**config.mk**
```make
export PLATFORM = sky130hd
export DESIGN_NAME = jpeg_frame_size_parser_unit
export DESIGN_NICKNAME = d
export VERILOG_FILES = /design/src/sv/jfsp_pkg.sv /design/src/sv/jpeg_frame_size_parser_unit.sv /design/src/sv/jfsp_parser.sv /design/src/sv/jfsp_out_queue.sv
export SDC_FILE = /design/constraint.sdc
export NUM_CORES = 1
export LEC_CHECK = 0
export BUFFER_PORTS_ARGS = -buffer_cell sky130_fd_sc_hd__buf_2
export CORE_MARGIN = 2
export CORE_UTILIZATION = 65
export DETAILED_ROUTE_END_ITERATION = 8
export GPL_TIMING_DRIVEN = 1
export PLACE_DENSITY = 0.84
export SLEW_MARGIN = 40
export SYNTH_ARGS = -nofsm -noshare
export SYNTH_HDL_FRONTEND = slang
export SYNTH_HIERARCHICAL = 1
export SYNTH_SLANG_ARGS = --single-unit
```
**constraint.sdc**
```tcl
create_clock -name clk -period 8 [get_ports clk]
set_input_delay 0.8 -clock clk [delete_from_list [all_inputs] [get_ports clk]]
set_output_delay 0.8 -clock clk [all_outputs]
set_load 0.1 [all_outputs]
```
**src/sv/jfsp_pkg.sv**
```systemverilog
// Shared types and constants for the JPEG frame size parser.
`default_nettype none
package jfsp_pkg;

    // JPEG marker bytes
    localparam logic [7:0] MARK_PREFIX = 8'hFF;
    localparam logic [7:0] CODE_SOF0   = 8'hC0;
    localparam logic [7:0] CODE_SOI    = 8'hD8;
    localparam logic [7:0] CODE_EOI    = 8'hD9;

    // Status codes
    localparam logic STATUS_FOUND     = 1'b0;
    localparam logic STATUS_NOT_FOUND = 1'b1;

    // Parser phase
    typedef enum logic [3:0] {
        PH_PREFIX     = 4'd0,
        PH_CODE       = 4'd1,
        PH_LEN_HI     = 4'd2,
        PH_LEN_LO     = 4'd3,
        PH_SKIP       = 4'd4,
        PH_SOF_LEN_HI = 4'd5,
        PH_SOF_LEN_LO = 4'd6,
        PH_PREC       = 4'd7,
        PH_H_HI       = 4'd8,
        PH_H_LO       = 4'd9,
        PH_W_HI       = 4'd10,
        PH_W_LO       = 4'd11
    } phase_t;

    // One result item, with its valid flag
    typedef struct packed {
        logic        vld;
        logic        status;
        logic [15:0] width;
        logic [15:0] height;
    } result_t;

endpackage
`default_nettype wire

```
**src/sv/jpeg_frame_size_parser_unit.sv**
```systemverilog
// Top level of the JPEG frame size parser: input register, parser, result buffer.
`default_nettype none
// Takes a JPEG frame one byte per item (last_byte set on the final byte) and
// walks its marker segments to the SOF0 header. It gives at most one result
// per frame: status 0 with the width and height, or status 1 with zeros when
// the frame has a bad marker, an EOI, a too-short segment length or ends before
// SOF0 is complete. Bytes after the result are dropped until the last byte,
// which rearms the parser. One item is accepted every cycle while in_stall is low;
// the byte is held in an input register, the parser updates its phase from it, and the
// result sits in an output register backed by a skid register, so out_valid
// rises once the result of an accepted byte is loaded into the output register. in_stall rises
// only when both result registers are full and an item waits in the input
// register.
module jpeg_frame_size_parser_unit
(
    input  wire logic        clk,
    input  wire logic        rst_n,
    input  wire logic        in_valid,
    output logic             in_stall,
    input  wire logic [7:0]  data_byte,
    input  wire logic        last_byte,
    output logic             out_valid,
    input  wire logic        out_stall,
    output logic             status,
    output logic [15:0]      image_width,
    output logic [15:0]      image_height
);

    logic              in_vld_reg, in_vld_next;
    logic [7:0]        byte_reg, byte_next;
    logic              last_reg, last_next;
    logic              q_ready;
    logic              step;
    jfsp_pkg::result_t result;

    assign step     = in_vld_reg && q_ready;
    assign in_stall = in_vld_reg && !q_ready;

    // Input register loads whenever its item moves on or it is empty
    always_comb
    begin
        in_vld_next = in_vld_reg;
        byte_next   = byte_reg;
        last_next   = last_reg;
        if (!in_stall)
        begin
            in_vld_next = in_valid;
            byte_next   = data_byte;
            last_next   = last_byte;
        end
    end

    always_ff @(posedge clk or negedge rst_n)
    begin
        if (!rst_n)
            in_vld_reg <= 1'b0;
        else
            in_vld_reg <= in_vld_next;
    end

    always_ff @(posedge clk)
    begin
        byte_reg <= byte_next;
        last_reg <= last_next;
    end

    jfsp_parser u_parser
    (
        .clk     (clk),
        .rst_n   (rst_n),
        .step    (step),
        .byte_in (byte_reg),
        .last_in (last_reg),
        .result  (result)
    );

    jfsp_out_queue u_out_queue
    (
        .clk          (clk),
        .rst_n        (rst_n),
        .push         (result),
        .ready        (q_ready),
        .out_valid    (out_valid),
        .out_stall    (out_stall),
        .status       (status),
        .image_width  (image_width),
        .image_height (image_height)
    );

endmodule
`default_nettype wire

```
**src/sv/jfsp_parser.sv**
```systemverilog
// Marker segment walker: phase state and per-byte update logic.
`default_nettype none
module jfsp_parser
(
    input  wire logic             clk,
    input  wire logic             rst_n,
    input  wire logic             step,
    input  wire logic [7:0]       byte_in,
    input  wire logic             last_in,
    output jfsp_pkg::result_t     result
);

    jfsp_pkg::phase_t phase_reg, phase_next;
    logic [15:0] skip_reg, skip_next;
    logic [7:0]  len_hi_reg, len_hi_next;
    logic [15:0] height_reg, height_next;
    logic [7:0]  width_hi_reg, width_hi_next;
    logic        done_reg, done_next;

    logic        found;
    logic        fail;
    logic [15:0] seg_len;
    logic [15:0] skip_dec;

    assign seg_len  = {len_hi_reg, byte_in};
    assign skip_dec = skip_reg - 16'd1;

    // Next state and result for the byte in the input register
    always_comb
    begin
        phase_next    = phase_reg;
        skip_next     = skip_reg;
        len_hi_next   = len_hi_reg;
        height_next   = height_reg;
        width_hi_next = width_hi_reg;
        done_next     = done_reg;
        found         = 1'b0;
        fail          = 1'b0;
        result        = '0;

        if (step)
        begin
            if (done_reg)
            begin
                // ignore the rest of the frame
                if (last_in)
                begin
                    phase_next    = jfsp_pkg::PH_PREFIX;
                    skip_next     = '0;
                    len_hi_next   = '0;
                    height_next   = '0;
                    width_hi_next = '0;
                    done_next     = 1'b0;
                end
            end
            else
            begin
                case (phase_reg)
                    jfsp_pkg::PH_PREFIX:
                    begin
                        if (byte_in == jfsp_pkg::MARK_PREFIX)
                            phase_next = jfsp_pkg::PH_CODE;
                        else
                            fail = 1'b1;
                    end
                    jfsp_pkg::PH_CODE:
                    begin
                        if (byte_in < jfsp_pkg::CODE_SOF0 || byte_in == jfsp_pkg::CODE_EOI)
                            fail = 1'b1;
                        else if (byte_in == jfsp_pkg::CODE_SOI)
                            phase_next = jfsp_pkg::PH_PREFIX;
                        else if (byte_in == jfsp_pkg::CODE_SOF0)
                            phase_next = jfsp_pkg::PH_SOF_LEN_HI;
                        else
                            phase_next = jfsp_pkg::PH_LEN_HI;
                    end
                    jfsp_pkg::PH_LEN_HI:
                    begin
                        len_hi_next = byte_in;
                        phase_next  = jfsp_pkg::PH_LEN_LO;
                    end
                    jfsp_pkg::PH_LEN_LO:
                    begin
                        if (seg_len < 16'd2)
                            fail = 1'b1;
                        else if (seg_len == 16'd2)
                            phase_next = jfsp_pkg::PH_PREFIX;
                        else
                        begin
                            skip_next  = seg_len - 16'd2;
                            phase_next = jfsp_pkg::PH_SKIP;
                        end
                    end
                    jfsp_pkg::PH_SKIP:
                    begin
                        skip_next = skip_dec;
                        if (skip_dec == 16'd0)
                            phase_next = jfsp_pkg::PH_PREFIX;
                    end
                    jfsp_pkg::PH_SOF_LEN_HI: phase_next = jfsp_pkg::PH_SOF_LEN_LO;
                    jfsp_pkg::PH_SOF_LEN_LO: phase_next = jfsp_pkg::PH_PREC;
                    jfsp_pkg::PH_PREC:       phase_next = jfsp_pkg::PH_H_HI;
                    jfsp_pkg::PH_H_HI:
                    begin
                        height_next = {byte_in, 8'd0};
                        phase_next  = jfsp_pkg::PH_H_LO;
                    end
                    jfsp_pkg::PH_H_LO:
                    begin
                        height_next = {height_reg[15:8], byte_in};
                        phase_next  = jfsp_pkg::PH_W_HI;
                    end
                    jfsp_pkg::PH_W_HI:
                    begin
                        width_hi_next = byte_in;
                        phase_next    = jfsp_pkg::PH_W_LO;
                    end
                    jfsp_pkg::PH_W_LO:
                    begin
                        found = 1'b1;
                    end
                    default:
                    begin
                        fail = 1'b1;
                    end
                endcase

                // early end of frame
                if (!found && last_in)
                    fail = 1'b1;

                if (found)
                begin
                    result.vld    = 1'b1;
                    result.status = jfsp_pkg::STATUS_FOUND;
                    result.width  = {width_hi_reg, byte_in};
                    result.height = height_reg;
                end
                else if (fail)
                begin
                    result.vld    = 1'b1;
                    result.status = jfsp_pkg::STATUS_NOT_FOUND;
                end

                // one result per frame; rearm on the last byte
                if (found || fail)
                begin
                    if (last_in)
                    begin
                        phase_next    = jfsp_pkg::PH_PREFIX;
                        skip_next     = '0;
                        len_hi_next   = '0;
                        height_next   = '0;
                        width_hi_next = '0;
                        done_next     = 1'b0;
                    end
                    else
                    begin
                        done_next = 1'b1;
                    end
                end
            end
        end
    end

    // Parser state registers
    always_ff @(posedge clk or negedge rst_n)
    begin
        if (!rst_n)
        begin
            phase_reg    <= jfsp_pkg::PH_PREFIX;
            skip_reg     <= '0;
            len_hi_reg   <= '0;
            height_reg   <= '0;
            width_hi_reg <= '0;
            done_reg     <= 1'b0;
        end
        else
        begin
            phase_reg    <= phase_next;
            skip_reg     <= skip_next;
            len_hi_reg   <= len_hi_next;
            height_reg   <= height_next;
            width_hi_reg <= width_hi_next;
            done_reg     <= done_next;
        end
    end

endmodule
`default_nettype wire

```
**src/sv/jfsp_out_queue.sv**
```systemverilog
// Two-entry result buffer: output register plus skid register.
`default_nettype none
module jfsp_out_queue
(
    input  wire logic              clk,
    input  wire logic              rst_n,
    input  wire jfsp_pkg::result_t push,
    output logic                   ready,
    output logic                   out_valid,
    input  wire logic              out_stall,
    output logic                   status,
    output logic [15:0]            image_width,
    output logic [15:0]            image_height
);

    jfsp_pkg::result_t head_reg, head_next;
    jfsp_pkg::result_t skid_reg, skid_next;
    logic              pop;

    assign pop   = head_reg.vld && !out_stall;
    assign ready = !(head_reg.vld && skid_reg.vld);

    // Move items between skid and head
    always_comb
    begin
        head_next = head_reg;
        skid_next = skid_reg;
        if (pop)
        begin
            if (skid_reg.vld)
            begin
                head_next = skid_reg;
                skid_next = push;
            end
            else
            begin
                head_next = push;
            end
        end
        else if (!head_reg.vld)
        begin
            head_next = push;
        end
        else if (push.vld)
        begin
            skid_next = push;
        end
    end

    always_ff @(posedge clk or negedge rst_n)
    begin
        if (!rst_n)
        begin
            head_reg <= '0;
            skid_reg <= '0;
        end
        else
        begin
            head_reg <= head_next;
            skid_reg <= skid_next;
        end
    end

    assign out_valid    = head_reg.vld;
    assign status       = head_reg.status;
    assign image_width  = head_reg.width;
    assign image_height = head_reg.height;

endmodule
`default_nettype wire

```
======== Yosys cells after proc, flatten, opt, wreduce, memory -nomap -nowiden ========
Cells that the tools add are included.
storage, ports and cells
  register bits ........................... 131
  bits of input ports ..................... 13
  output and inout port bits .............. 35
  word-level logic and storage cells ...... 115
operators by class
  add/subtract/negate cells ............... 2
  order comparisons ....................... 2
  eq/ne operators ......................... 19
  mux-type cells .......................... 57
  reductions and logical operators ........ 18
operators by type and width
  cell                                                          count
  two-way mux 34 bit                                            9
  two-way mux 16 bit                                            9
  two-way mux 8 bit                                             9
  one-hot mux 16 bit (2 select lines)                           2
  one-hot mux 4 bit (11 select lines)                           1
  two-way mux 4 bit                                             9
  == test 8 bit (second input constant)                         4
  two-way mux 32 bit                                            1
  == test 16 x 2 -> 1 bit (second input constant)               1
  == test 4 x 3 -> 1 bit (second input constant)                4
  == test 4 bit (second input constant)                         4
  zero test 16 bit                                              1
  less-than comparator 16 x 2 -> 1 bit (second input constant)  1
  subtractor 16 x 1 -> 16 bit (second input constant)           1
  subtractor 16 x 2 -> 16 bit (second input constant)           1
  two-way mux 1 bit                                             12
  OR reduction 9 bit                                            1
  == test 4 x 2 -> 1 bit (second input constant)                2
  less-than comparator 8 bit (second input constant)            1
  two-way mux 3 bit                                             2
  logical AND 1 bit                                             5
  == test 4 x 1 -> 1 bit (second input constant)                1
  zero test 4 bit                                               1
  two-way mux 2 bit                                             2
  other kinds (8)                                               14

======== Logic depth before layout (Yosys ltp) ========
Gate-level depths: netlist of the first run.
  depth in word-level cells ............... 16
  depth in mapped cells ................... 10
  mapped depth without buffers ............ 8

======== Hierarchy ========
Netlist of the first run, hierarchy kept.
by module, submodules not included
  module                       instances  cells each  area each (µm²)  seq. area each (µm²)
  jfsp_parser                  1          419         3662.3           1326.3
  jfsp_out_queue               1          195         2827.7           1701.6
  jpeg_frame_size_parser_unit  1          14          327.8            295.3

======== Least setup slack after synthesis of the first run ========
No wires, ideal clock.
  path type ............................... reg2out
  start ................................... register u_out_queue.head_reg, in the netlist u_out_queue/out_valid
  end ..................................... output port in_stall
  data arrival time ....................... 2.461 ns
  required time ........................... 7.200 ns
  slack ................................... 4.739 ns
  cell stages (with the launch flop) ...... 6
  path through ............................ dfrtp_1 > buf_2 > buf_1 > nand2_1 > nand2b_4 > inv_1
between the ends
  longest elaborated chain between the ends .. 2
RTL lines
  item                    RTL line                           text
  start, declared         jfsp_out_queue.sv:16               jfsp_pkg::result_t head_reg, head_next;
  start signal, assigned  jfsp_out_queue.sv:59               head_reg <= head_next;
  logical AND 1 bit       jfsp_out_queue.sv:21               assign ready = !(head_reg.vld && skid_reg.vld);
  logical AND 1 bit       jpeg_frame_size_parser_unit.sv:37  assign in_stall = in_vld_reg && !q_ready;
  end, declared           jpeg_frame_size_parser_unit.sv:19  output logic in_stall,
No other way between the ends.

==> results of run 1 <==
==> logic make-up (layout without fill, tap and decap cells) <==
group | count (synthesis) | count (layout) | synth area share
mux | 51 | 51 | 0.0811
compound gates | 178 | 178 | 0.201
flops | 131 | 131 | 0.487
xor+xnor | 17 | 17 | 0.0218
buf+inv | 59 | 97 | 0.0411
fa+ha+maj | 4 | 4 | 0.00734
simple gates | 188 | 188 | 0.160
==> metrics by stage <==
step	total power, mW	setup WS [ns]	std cells	instance area [sq um]
6_report	1.68	4.59	802	7620
5_1_grt	1.73	4.33	802	7620
4_1_cts	1.68	4.67	802	7620
3_5_place_dp	0.952	4.69	770	7070
3_3_place_gp	0.945	4.66	769	7040
2_1_floorplan	0.886	4.74	628	6820
==> layout by cell type (no fill, tap or decap), types with 5 or more instances in the layout <==
cell,Yosys,routed
sky130_fd_sc_hd__nor2_1,39,39
sky130_fd_sc_hd__nand2_1,27,27
sky130_fd_sc_hd__buf_2,14,46
sky130_fd_sc_hd__or4_1,5,5
sky130_fd_sc_hd__nor3_1,16,16
sky130_fd_sc_hd__a22o_1,86,86
sky130_fd_sc_hd__nand3_1,10,10
sky130_fd_sc_hd__edfxtp_1,9,9
sky130_fd_sc_hd__clkbuf_1,29,5
sky130_fd_sc_hd__a22oi_1,6,6
sky130_fd_sc_hd__o21ai_1,12,10
sky130_fd_sc_hd__inv_1,9,9
sky130_fd_sc_hd__nor4_1,7,7
sky130_fd_sc_hd__xnor2_1,12,12
sky130_fd_sc_hd__nand2b_1,7,7
sky130_fd_sc_hd__and2_1,35,35
sky130_fd_sc_hd__mux2i_1,17,17
sky130_fd_sc_hd__nand4_1,5,5
sky130_fd_sc_hd__o21ai_0,15,15
sky130_fd_sc_hd__o211ai_1,7,7
sky130_fd_sc_hd__xor2_1,5,5
sky130_fd_sc_hd__a31oi_1,6,6
sky130_fd_sc_hd__clkbuf_16,0,17
sky130_fd_sc_hd__dfrtp_1,122,122
sky130_fd_sc_hd__buf_4,1,8
sky130_fd_sc_hd__a21oi_1,16,16
sky130_fd_sc_hd__mux2_2,31,31
==> cell type report <==
type | instances | share of cell area
Clock buffer | 25 | 0.0637
Timing Repair Buffer | 56 | 0.0418
Tap cell | 136 | 0.0223
Inverter | 9 | 0.00443
Sequential cell | 131 | 0.436
Clock inverter | 7 | 0.00935
Multi-Input combinational cell | 438 | 0.423
==> cell usage after synthesis (12+ instances only) <==
| master | number | share of area |
|---|---|---|
| sky130_fd_sc_hd__a22o_1 | 86 | 0.11 |
| sky130_fd_sc_hd__nor3_1 | 16 | 0.012 |
| sky130_fd_sc_hd__o21ai_1 | 12 | 0.0088 |
| sky130_fd_sc_hd__and2_1 | 35 | 0.032 |
| sky130_fd_sc_hd__buf_2 | 14 | 0.010 |
| sky130_fd_sc_hd__mux2_2 | 31 | 0.051 |
| sky130_fd_sc_hd__nor2_1 | 39 | 0.021 |
| sky130_fd_sc_hd__nand2_1 | 27 | 0.015 |
| sky130_fd_sc_hd__clkbuf_1 | 29 | 0.016 |
| sky130_fd_sc_hd__a21oi_1 | 16 | 0.012 |
| sky130_fd_sc_hd__mux2i_1 | 17 | 0.025 |
| sky130_fd_sc_hd__xnor2_1 | 12 | 0.015 |
| sky130_fd_sc_hd__dfrtp_1 | 122 | 0.45 |
| sky130_fd_sc_hd__o21ai_0 | 15 | 0.011 |
==> metal layers <==
layer	wire length (microns)	track usage	vias up
met1	7310	0.444	2770
met5	0	0	-
met3	1290	0.0809	42
met4	394	0.122	0
met2	8670	0.523	290
li1	-	-	2404
==> power breakdown <==
part	internal [mW]	leakage [nW]	switching, mW	total (mW)
clock network	0.447	0.272	0.282	0.730
logic	0.0596	1.59	0.168	0.227
registers	0.686	1.79	0.0345	0.720
==> path summary, 6_finish.rpt <==
kind	start	cells after the start	to	slack (ns)
setup / recovery	byte_reg[7]$_DFFE_PN_	9	u_out_queue/skid_reg[29]$_DFFE_PN0P_	4.59
hold / removal	rst_n	1	u_out_queue/image_height[3]$_DFFE_PN0P_	0.23
setup reg to reg	byte_reg[7]$_DFFE_PN_	9	u_out_queue/skid_reg[29]$_DFFE_PN0P_	4.59
hold reg to reg	u_parser/height_reg[0]$_DFFE_PN0P_	1	u_parser/height_reg[0]$_DFFE_PN0P_	0.50
max in group asynchronous	rst_n	2	u_parser/phase_reg[2]$_DFFE_PN0P_	6.70
min in group clk	data_byte[2]	1	byte_reg[2]$_DFFE_PN_	0.45
==> critical path, stage by stage, from the launching register on <==
cell	delay (ns)
sky130_fd_sc_hd__edfxtp_1	0.59
sky130_fd_sc_hd__nor3_1	0.58
sky130_fd_sc_hd__nand2_1	0.25
sky130_fd_sc_hd__nor3_1	0.47
sky130_fd_sc_hd__nor4_1	0.18
sky130_fd_sc_hd__a21oi_1	0.26
sky130_fd_sc_hd__and2_1	0.21
sky130_fd_sc_hd__o21ai_4	0.17
sky130_fd_sc_hd__buf_8	0.25
sky130_fd_sc_hd__mux2_1	0.31
==> impl_metrics.prom, run 1 <==
# TYPE chip_impl_metric gauge
chip_impl_info{name="outcome",value="finished, final reports clean"} 1
chip_impl_metric{name="path_max_fanout",unit=""} 18
chip_impl_metric{name="cts.clk_slew.worst_paths",unit="ns"} 0.06
chip_impl_metric{name="grt_first_pass_wirelength",unit="microns"} 28500
chip_impl_metric{name="power_leakage",unit="nW"} 3.66
chip_impl_metric{name="layout-area-overhead-vs-synth",unit="%"} 11.8
chip_impl_metric{name="area_of_combinational_cells_with_multiple_inputs",unit="sq um"} 3220
chip_impl_metric{name="max_cap_violations",unit=""} 0
chip_impl_info{name="criticalPathCategory",value="register to register"} 1
chip_impl_metric{name="count_of_hold_buffers_inserted_by_post_cts_repair",unit=""} 0
chip_impl_metric{name="ys_types",unit=""} 72
chip_impl_metric{name="route.final.wire_length",unit="microns"} 17700
chip_impl_metric{name="vdd_drop_max",unit="mV"} 0.187
chip_impl_metric{name="routability_congestion",unit=""} 0.944
chip_impl_metric{name="layout-drive-gt1-share",unit=""} 0.200
chip_impl_metric{name="timing.fmax",unit="GHz"} 0.294
chip_impl_metric{name="period_minus_slack",unit="ns"} 3.41
chip_impl_metric{name="wl_per_cell",unit="microns"} 22.0
chip_impl_metric{name="htree_levels",unit=""} 4
chip_impl_metric{name="floorplan.io_pins",unit=""} 48
chip_impl_info{name="cts.root.buffer_cell",value="sky130_fd_sc_hd__clkbuf_8"} 1
chip_impl_metric{name="drt-pass1-iter-count",unit=""} 6
chip_impl_metric{name="cts_made_buffers",unit=""} 17
chip_impl_metric{name="design.core.area",unit="sq um"} 10200
chip_impl_metric{name="avgSynthCellArea",unit="sq um"} 10.9
chip_impl_metric{name="avg_vias_per_cell",unit=""} 6.87
chip_impl_metric{name="cts.sinks",unit=""} 131
chip_impl_metric{name="min_period_over_period",unit=""} 0.426
chip_impl_metric{name="synth_warnings",unit=""} 6
chip_impl_metric{name="diodes",unit=""} 0
chip_impl_metric{name="dpl.hpwl",unit="microns"} 11200
chip_impl_metric{name="cts_resized",unit=""} 0
chip_impl_metric{name="cts_setup_buffers",unit=""} 0
chip_impl_metric{name="numPortBuffers",unit=""} 47
chip_impl_metric{name="largest_reg_flops",unit=""} 34
chip_impl_metric{name="postSynthRegisterBits",unit=""} 131
chip_impl_metric{name="seq_area",unit="sq um"} 3320
chip_impl_metric{name="drv_slew",unit=""} 0
chip_impl_metric{name="cts-root-to-sink-buffers",unit=""} 2
chip_impl_metric{name="asyncSetResetFlopFracSynth",unit=""} 0.931
chip_impl_metric{name="fin_worst_hold_slack",unit="ns"} 0.226
chip_impl_metric{name="tightestPinTransition",unit="ns"} 0.810
chip_impl_metric{name="postSynthCellCount",unit=""} 628
chip_impl_metric{name="ys_seq_area_frac",unit=""} 0.487
chip_impl_metric{name="synthesis.nets",unit=""} 645
chip_impl_info{name="timing.critical_path.from_type",value="register"} 1
chip_impl_metric{name="fill_cell_total_of_the_finished_layout",unit=""} 691
chip_impl_info{name="clock_tree_from_tritoncts",value="done"} 1
chip_impl_metric{name="slew_limit_headroom",unit=""} 0.457
chip_impl_info{name="end_kind",value="register"} 1
chip_impl_metric{name="worstPathRequired",unit="ns"} 8.41
chip_impl_metric{name="floorplan.rows",unit=""} 37
chip_impl_info{name="rsz0062_at_grt",value="no"} 1
chip_impl_metric{name="synth-edff-count",unit=""} 9
chip_impl_metric{name="grt_start_max_net_pins",unit=""} 85
chip_impl_metric{name="setup_tns",unit="ns"} 0
chip_impl_metric{name="finalSetupViolations",unit=""} 0
chip_impl_metric{name="initial_antenna_violation_count",unit=""} 0
chip_impl_metric{name="netlist_area",unit="sq um"} 6820
chip_impl_metric{name="route.vias.total",unit=""} 5506
chip_impl_metric{name="worst_skew_pair.late_latency",unit="ns"} 0.53
chip_impl_info{name="hold_class",value="input pin to async pin"} 1
chip_impl_metric{name="dieArea",unit="sq um"} 11300
chip_impl_metric{name="global_route.usage.total",unit=""} 0.330
chip_impl_metric{name="die_width",unit="microns"} 106
chip_impl_metric{name="p_per_area",unit="nW/um^2"} 220
chip_impl_metric{name="die_height",unit="microns"} 106
chip_impl_metric{name="drt_iter0_markers",unit=""} 572
chip_impl_metric{name="timing.critical_path.arrival",unit="ns"} 3.81
chip_impl_metric{name="skew",unit="ns"} 0.00883
chip_impl_metric{name="grt-ovfl-total",unit=""} 0
chip_impl_metric{name="grt_pass1_vias",unit=""} 5219
chip_impl_metric{name="timing.final.hold_violations",unit=""} 0
chip_impl_metric{name="fin_util",unit=""} 0.745
chip_impl_metric{name="initial_util",unit=""} 0.666
chip_impl_info{name="postSynth.topFlopCell",value="sky130_fd_sc_hd__dfrtp_1"} 1
chip_impl_metric{name="post_drt_antenna_nets",unit=""} 0
chip_impl_metric{name="finish.net_count",unit=""} 670
chip_impl_metric{name="drc_errors",unit=""} 0
Note: power is estimated with default switching activity, not from simulation.
==> inputs of run 2 (changes only) <==
--- a/config.mk
+++ b/config.mk
@@ -7,10 +7,10 @@
 export LEC_CHECK = 0
 export BUFFER_PORTS_ARGS = -buffer_cell sky130_fd_sc_hd__buf_2
 export CORE_MARGIN = 2
-export CORE_UTILIZATION = 65
+export CORE_UTILIZATION = 61
 export DETAILED_ROUTE_END_ITERATION = 8
 export GPL_TIMING_DRIVEN = 1
-export PLACE_DENSITY = 0.84
+export PLACE_DENSITY = 0.79
 export SLEW_MARGIN = 40
 export SYNTH_ARGS = -nofsm -noshare
 export SYNTH_HDL_FRONTEND = slang
==> constraint.sdc (replaced) <==
create_clock -name clk -period 3.23 [get_ports clk]
set_input_delay 0.323 -clock clk [delete_from_list [all_inputs] [get_ports clk]]
set_output_delay 0.323 -clock clk [all_outputs]
set_load 0.1 [all_outputs]
==> impl_metrics.prom, run 2 (synthesis results as in run 1) <==
# TYPE chip_impl_metric gauge
chip_impl_metric{name="drt-pass1-iter-count",unit=""} 5
chip_impl_info{name="hold_path_start",value="out_stall"} 1
chip_impl_metric{name="fill_cell_total_of_the_finished_layout",unit=""} 744
chip_impl_metric{name="numPortBuffers",unit=""} 47
chip_impl_metric{name="drc_errors",unit=""} 0
chip_impl_info{name="cell_breakdown_of_the_critical_path",value="and4bb_2 > nand2_1 > nor3_1 > nor4_1 > a21oi_1 > and2_1 > o21ai_4 > buf_12 > mux2_2"} 1
chip_impl_info{name="hold_class",value="input pin to register"} 1
chip_impl_metric{name="path_max_fanout",unit=""} 33
chip_impl_metric{name="finish.net_count",unit=""} 693
chip_impl_metric{name="dpl.hpwl",unit="microns"} 11200
chip_impl_info{name="rsz0062_at_grt",value="no"} 1
chip_impl_metric{name="layout-area-overhead-vs-synth",unit="%"} 16.2
chip_impl_metric{name="timing.fmax",unit="GHz"} 0.332
chip_impl_metric{name="route.vias.total",unit=""} 5534
chip_impl_metric{name="skew",unit="ns"} 0.00855
chip_impl_metric{name="slew_limit_headroom",unit=""} 0.420
chip_impl_metric{name="setup_tns",unit="ns"} 0
chip_impl_metric{name="initial_util",unit=""} 0.626
chip_impl_metric{name="wl_per_cell",unit="microns"} 20.8
chip_impl_metric{name="grt_start_max_net_pins",unit=""} 63
chip_impl_info{name="final_cell_mix",value="sky130_fd_sc_hd__dfrtp_1, sky130_fd_sc_hd__a22o_1, sky130_fd_sc_hd__buf_2"} 1
chip_impl_metric{name="design.core.area",unit="sq um"} 10900
chip_impl_metric{name="fin_worst_hold_slack",unit="ns"} 0.166
chip_impl_metric{name="p_per_area",unit="nW/um^2"} 559
chip_impl_metric{name="cts_setup_buffers",unit=""} 0
chip_impl_metric{name="grt_first_pass_wirelength",unit="microns"} 27800
chip_impl_metric{name="final_critical_path_setup_slack",unit="ns"} 0.220
chip_impl_metric{name="routability_congestion",unit=""} 0.962
chip_impl_info{name="cts.root.buffer_cell",value="sky130_fd_sc_hd__clkbuf_8"} 1
chip_impl_metric{name="cts-root-to-sink-buffers",unit=""} 2
chip_impl_info{name="regToRegStartpoint",value="u_parser/phase_reg[1]$_DFFE_PN0P_"} 1
chip_impl_metric{name="layout-drive-gt1-share",unit=""} 0.215
chip_impl_metric{name="cts.clk_slew.worst_paths",unit="ns"} 0.06
chip_impl_info{name="slowest_stage",value="sky130_fd_sc_hd__nor4_1"} 1
chip_impl_metric{name="die_height",unit="microns"} 110
chip_impl_metric{name="place.detailed.instances",unit=""} 786
chip_impl_metric{name="die_width",unit="microns"} 110
chip_impl_info{name="criticalPathCategory",value="register to register"} 1
chip_impl_metric{name="drt_iter0_markers",unit=""} 644
chip_impl_info{name="launch_point_of_the_critical_path",value="u_parser/phase_reg[1]$_DFFE_PN0P_"} 1
chip_impl_metric{name="tightestPinTransition",unit="ns"} 0.864
chip_impl_metric{name="htree_levels",unit=""} 4
chip_impl_metric{name="vdd_drop_max",unit="mV"} 0.598
chip_impl_metric{name="cts_made_buffers",unit=""} 17
chip_impl_metric{name="global_route.usage.total",unit=""} 0.305
chip_impl_metric{name="avg_vias_per_cell",unit=""} 6.68
chip_impl_metric{name="timing.critical_path.arrival",unit="ns"} 3.43
chip_impl_info{name="outcome",value="finished, final reports clean"} 1
chip_impl_metric{name="initial_antenna_violation_count",unit=""} 0
chip_impl_metric{name="worst_skew_pair.late_latency",unit="ns"} 0.54
chip_impl_metric{name="cts.sinks",unit=""} 131
chip_impl_metric{name="period_minus_slack",unit="ns"} 3.01
chip_impl_metric{name="min_period_over_period",unit=""} 0.932
chip_impl_metric{name="floorplan.rows",unit=""} 38
chip_impl_metric{name="max_cap_violations",unit=""} 0
chip_impl_metric{name="timing.final.hold_violations",unit=""} 0
chip_impl_info{name="clock_tree_from_tritoncts",value="done"} 1
chip_impl_metric{name="diodes",unit=""} 0
chip_impl_metric{name="power_leakage",unit="nW"} 3.80
chip_impl_metric{name="area_of_combinational_cells_with_multiple_inputs",unit="sq um"} 3220
chip_impl_info{name="timing.critical_path.from_type",value="register"} 1
chip_impl_metric{name="floorplan.io_pins",unit=""} 48
chip_impl_metric{name="route.final.wire_length",unit="microns"} 17200
chip_impl_metric{name="largest_reg_flops",unit=""} 34
chip_impl_metric{name="cpPeakStageDelay",unit="ns"} 0.57
chip_impl_metric{name="drv_slew",unit=""} 0
chip_impl_metric{name="power.total",unit="mW"} 4.42
chip_impl_metric{name="finalSetupViolations",unit=""} 0
chip_impl_metric{name="place_worst_setup_slack",unit="ns"} 0.347
chip_impl_metric{name="grt-ovfl-total",unit=""} 0
chip_impl_metric{name="grt_pass1_vias",unit=""} 5379
chip_impl_metric{name="final_cells",unit=""} 829
chip_impl_metric{name="worstPathRequired",unit="ns"} 3.65
chip_impl_metric{name="dieArea",unit="sq um"} 12000
chip_impl_metric{name="seq_area",unit="sq um"} 3320
chip_impl_metric{name="post_drt_antenna_nets",unit=""} 0
chip_impl_info{name="layout.cells.most_common",value="sky130_fd_sc_hd__dfrtp_1"} 1
chip_impl_info{name="end_kind",value="register"} 1
-- run 2: final timing paths --
kind	endpoint	slack [ns]	cells past startpoint
worst min-delay path	u_out_queue/skid_reg[33]$_DFFE_PN0P_	0.17	3
max in group asynchronous	u_parser/len_hi_reg[2]$_DFFE_PN0P_	2.19	3
worst max register to register	u_out_queue/skid_reg[28]$_DFFE_PN0P_	0.22	9
min in group asynchronous	u_out_queue/image_width[3]$_DFFE_PN0P_	0.32	2
worst max-delay path	u_out_queue/skid_reg[28]$_DFFE_PN0P_	0.22	9
worst min register to register	u_out_queue/skid_reg[25]$_DFFE_PN0P_	0.50	1
-- run 2: timing repair --
action                    CTS  global route
hold endpoints to repair   71             0
gates resized for setup     0             0
hold buffers               11             0
-- run 2: per-stage QoR --
step                area, sq um   util
floorplan                  6820      -
global placement           7170  0.659
detailed placement         7170  0.659
CTS                        7910  0.727
global route               7920  0.727
finish                     7920  0.727
-- run 2: routing by layer --
metal,up-vias,share of wire,global-route usage
met5,-,0,0
met2,257,0.47,0.469
met3,32,0.069,0.0765
li1,2450,-,-
met1,2795,0.44,0.423
met4,0,0.017,0.103
-- run 2: critical path, delay by kind of cell, from the launching register on --
family | cells | cell delay, ns
AND/OR/NAND/NOR | 5 | 1.35
flip-flops | 1 | 0.56
AO/OA/AOI/OAI | 2 | 0.37
multiplexers | 1 | 0.37
buffers and inverters | 1 | 0.22
-- run 2: power by group --
group,internal (mW),switching (mW)
Combinational,0.174,0.452
Clock,1.33,0.716
Sequential,1.70,0.0581
-- run 2: final cells by class --
class                   instances  share of cell area
well taps                     140              0.0221
multi-input cells             438               0.407
clock inverters                11              0.0216
clock buffers                  21              0.0581
repair buffers                 79              0.0675
inverters                       9             0.00427
flip-flops and latches        131               0.420
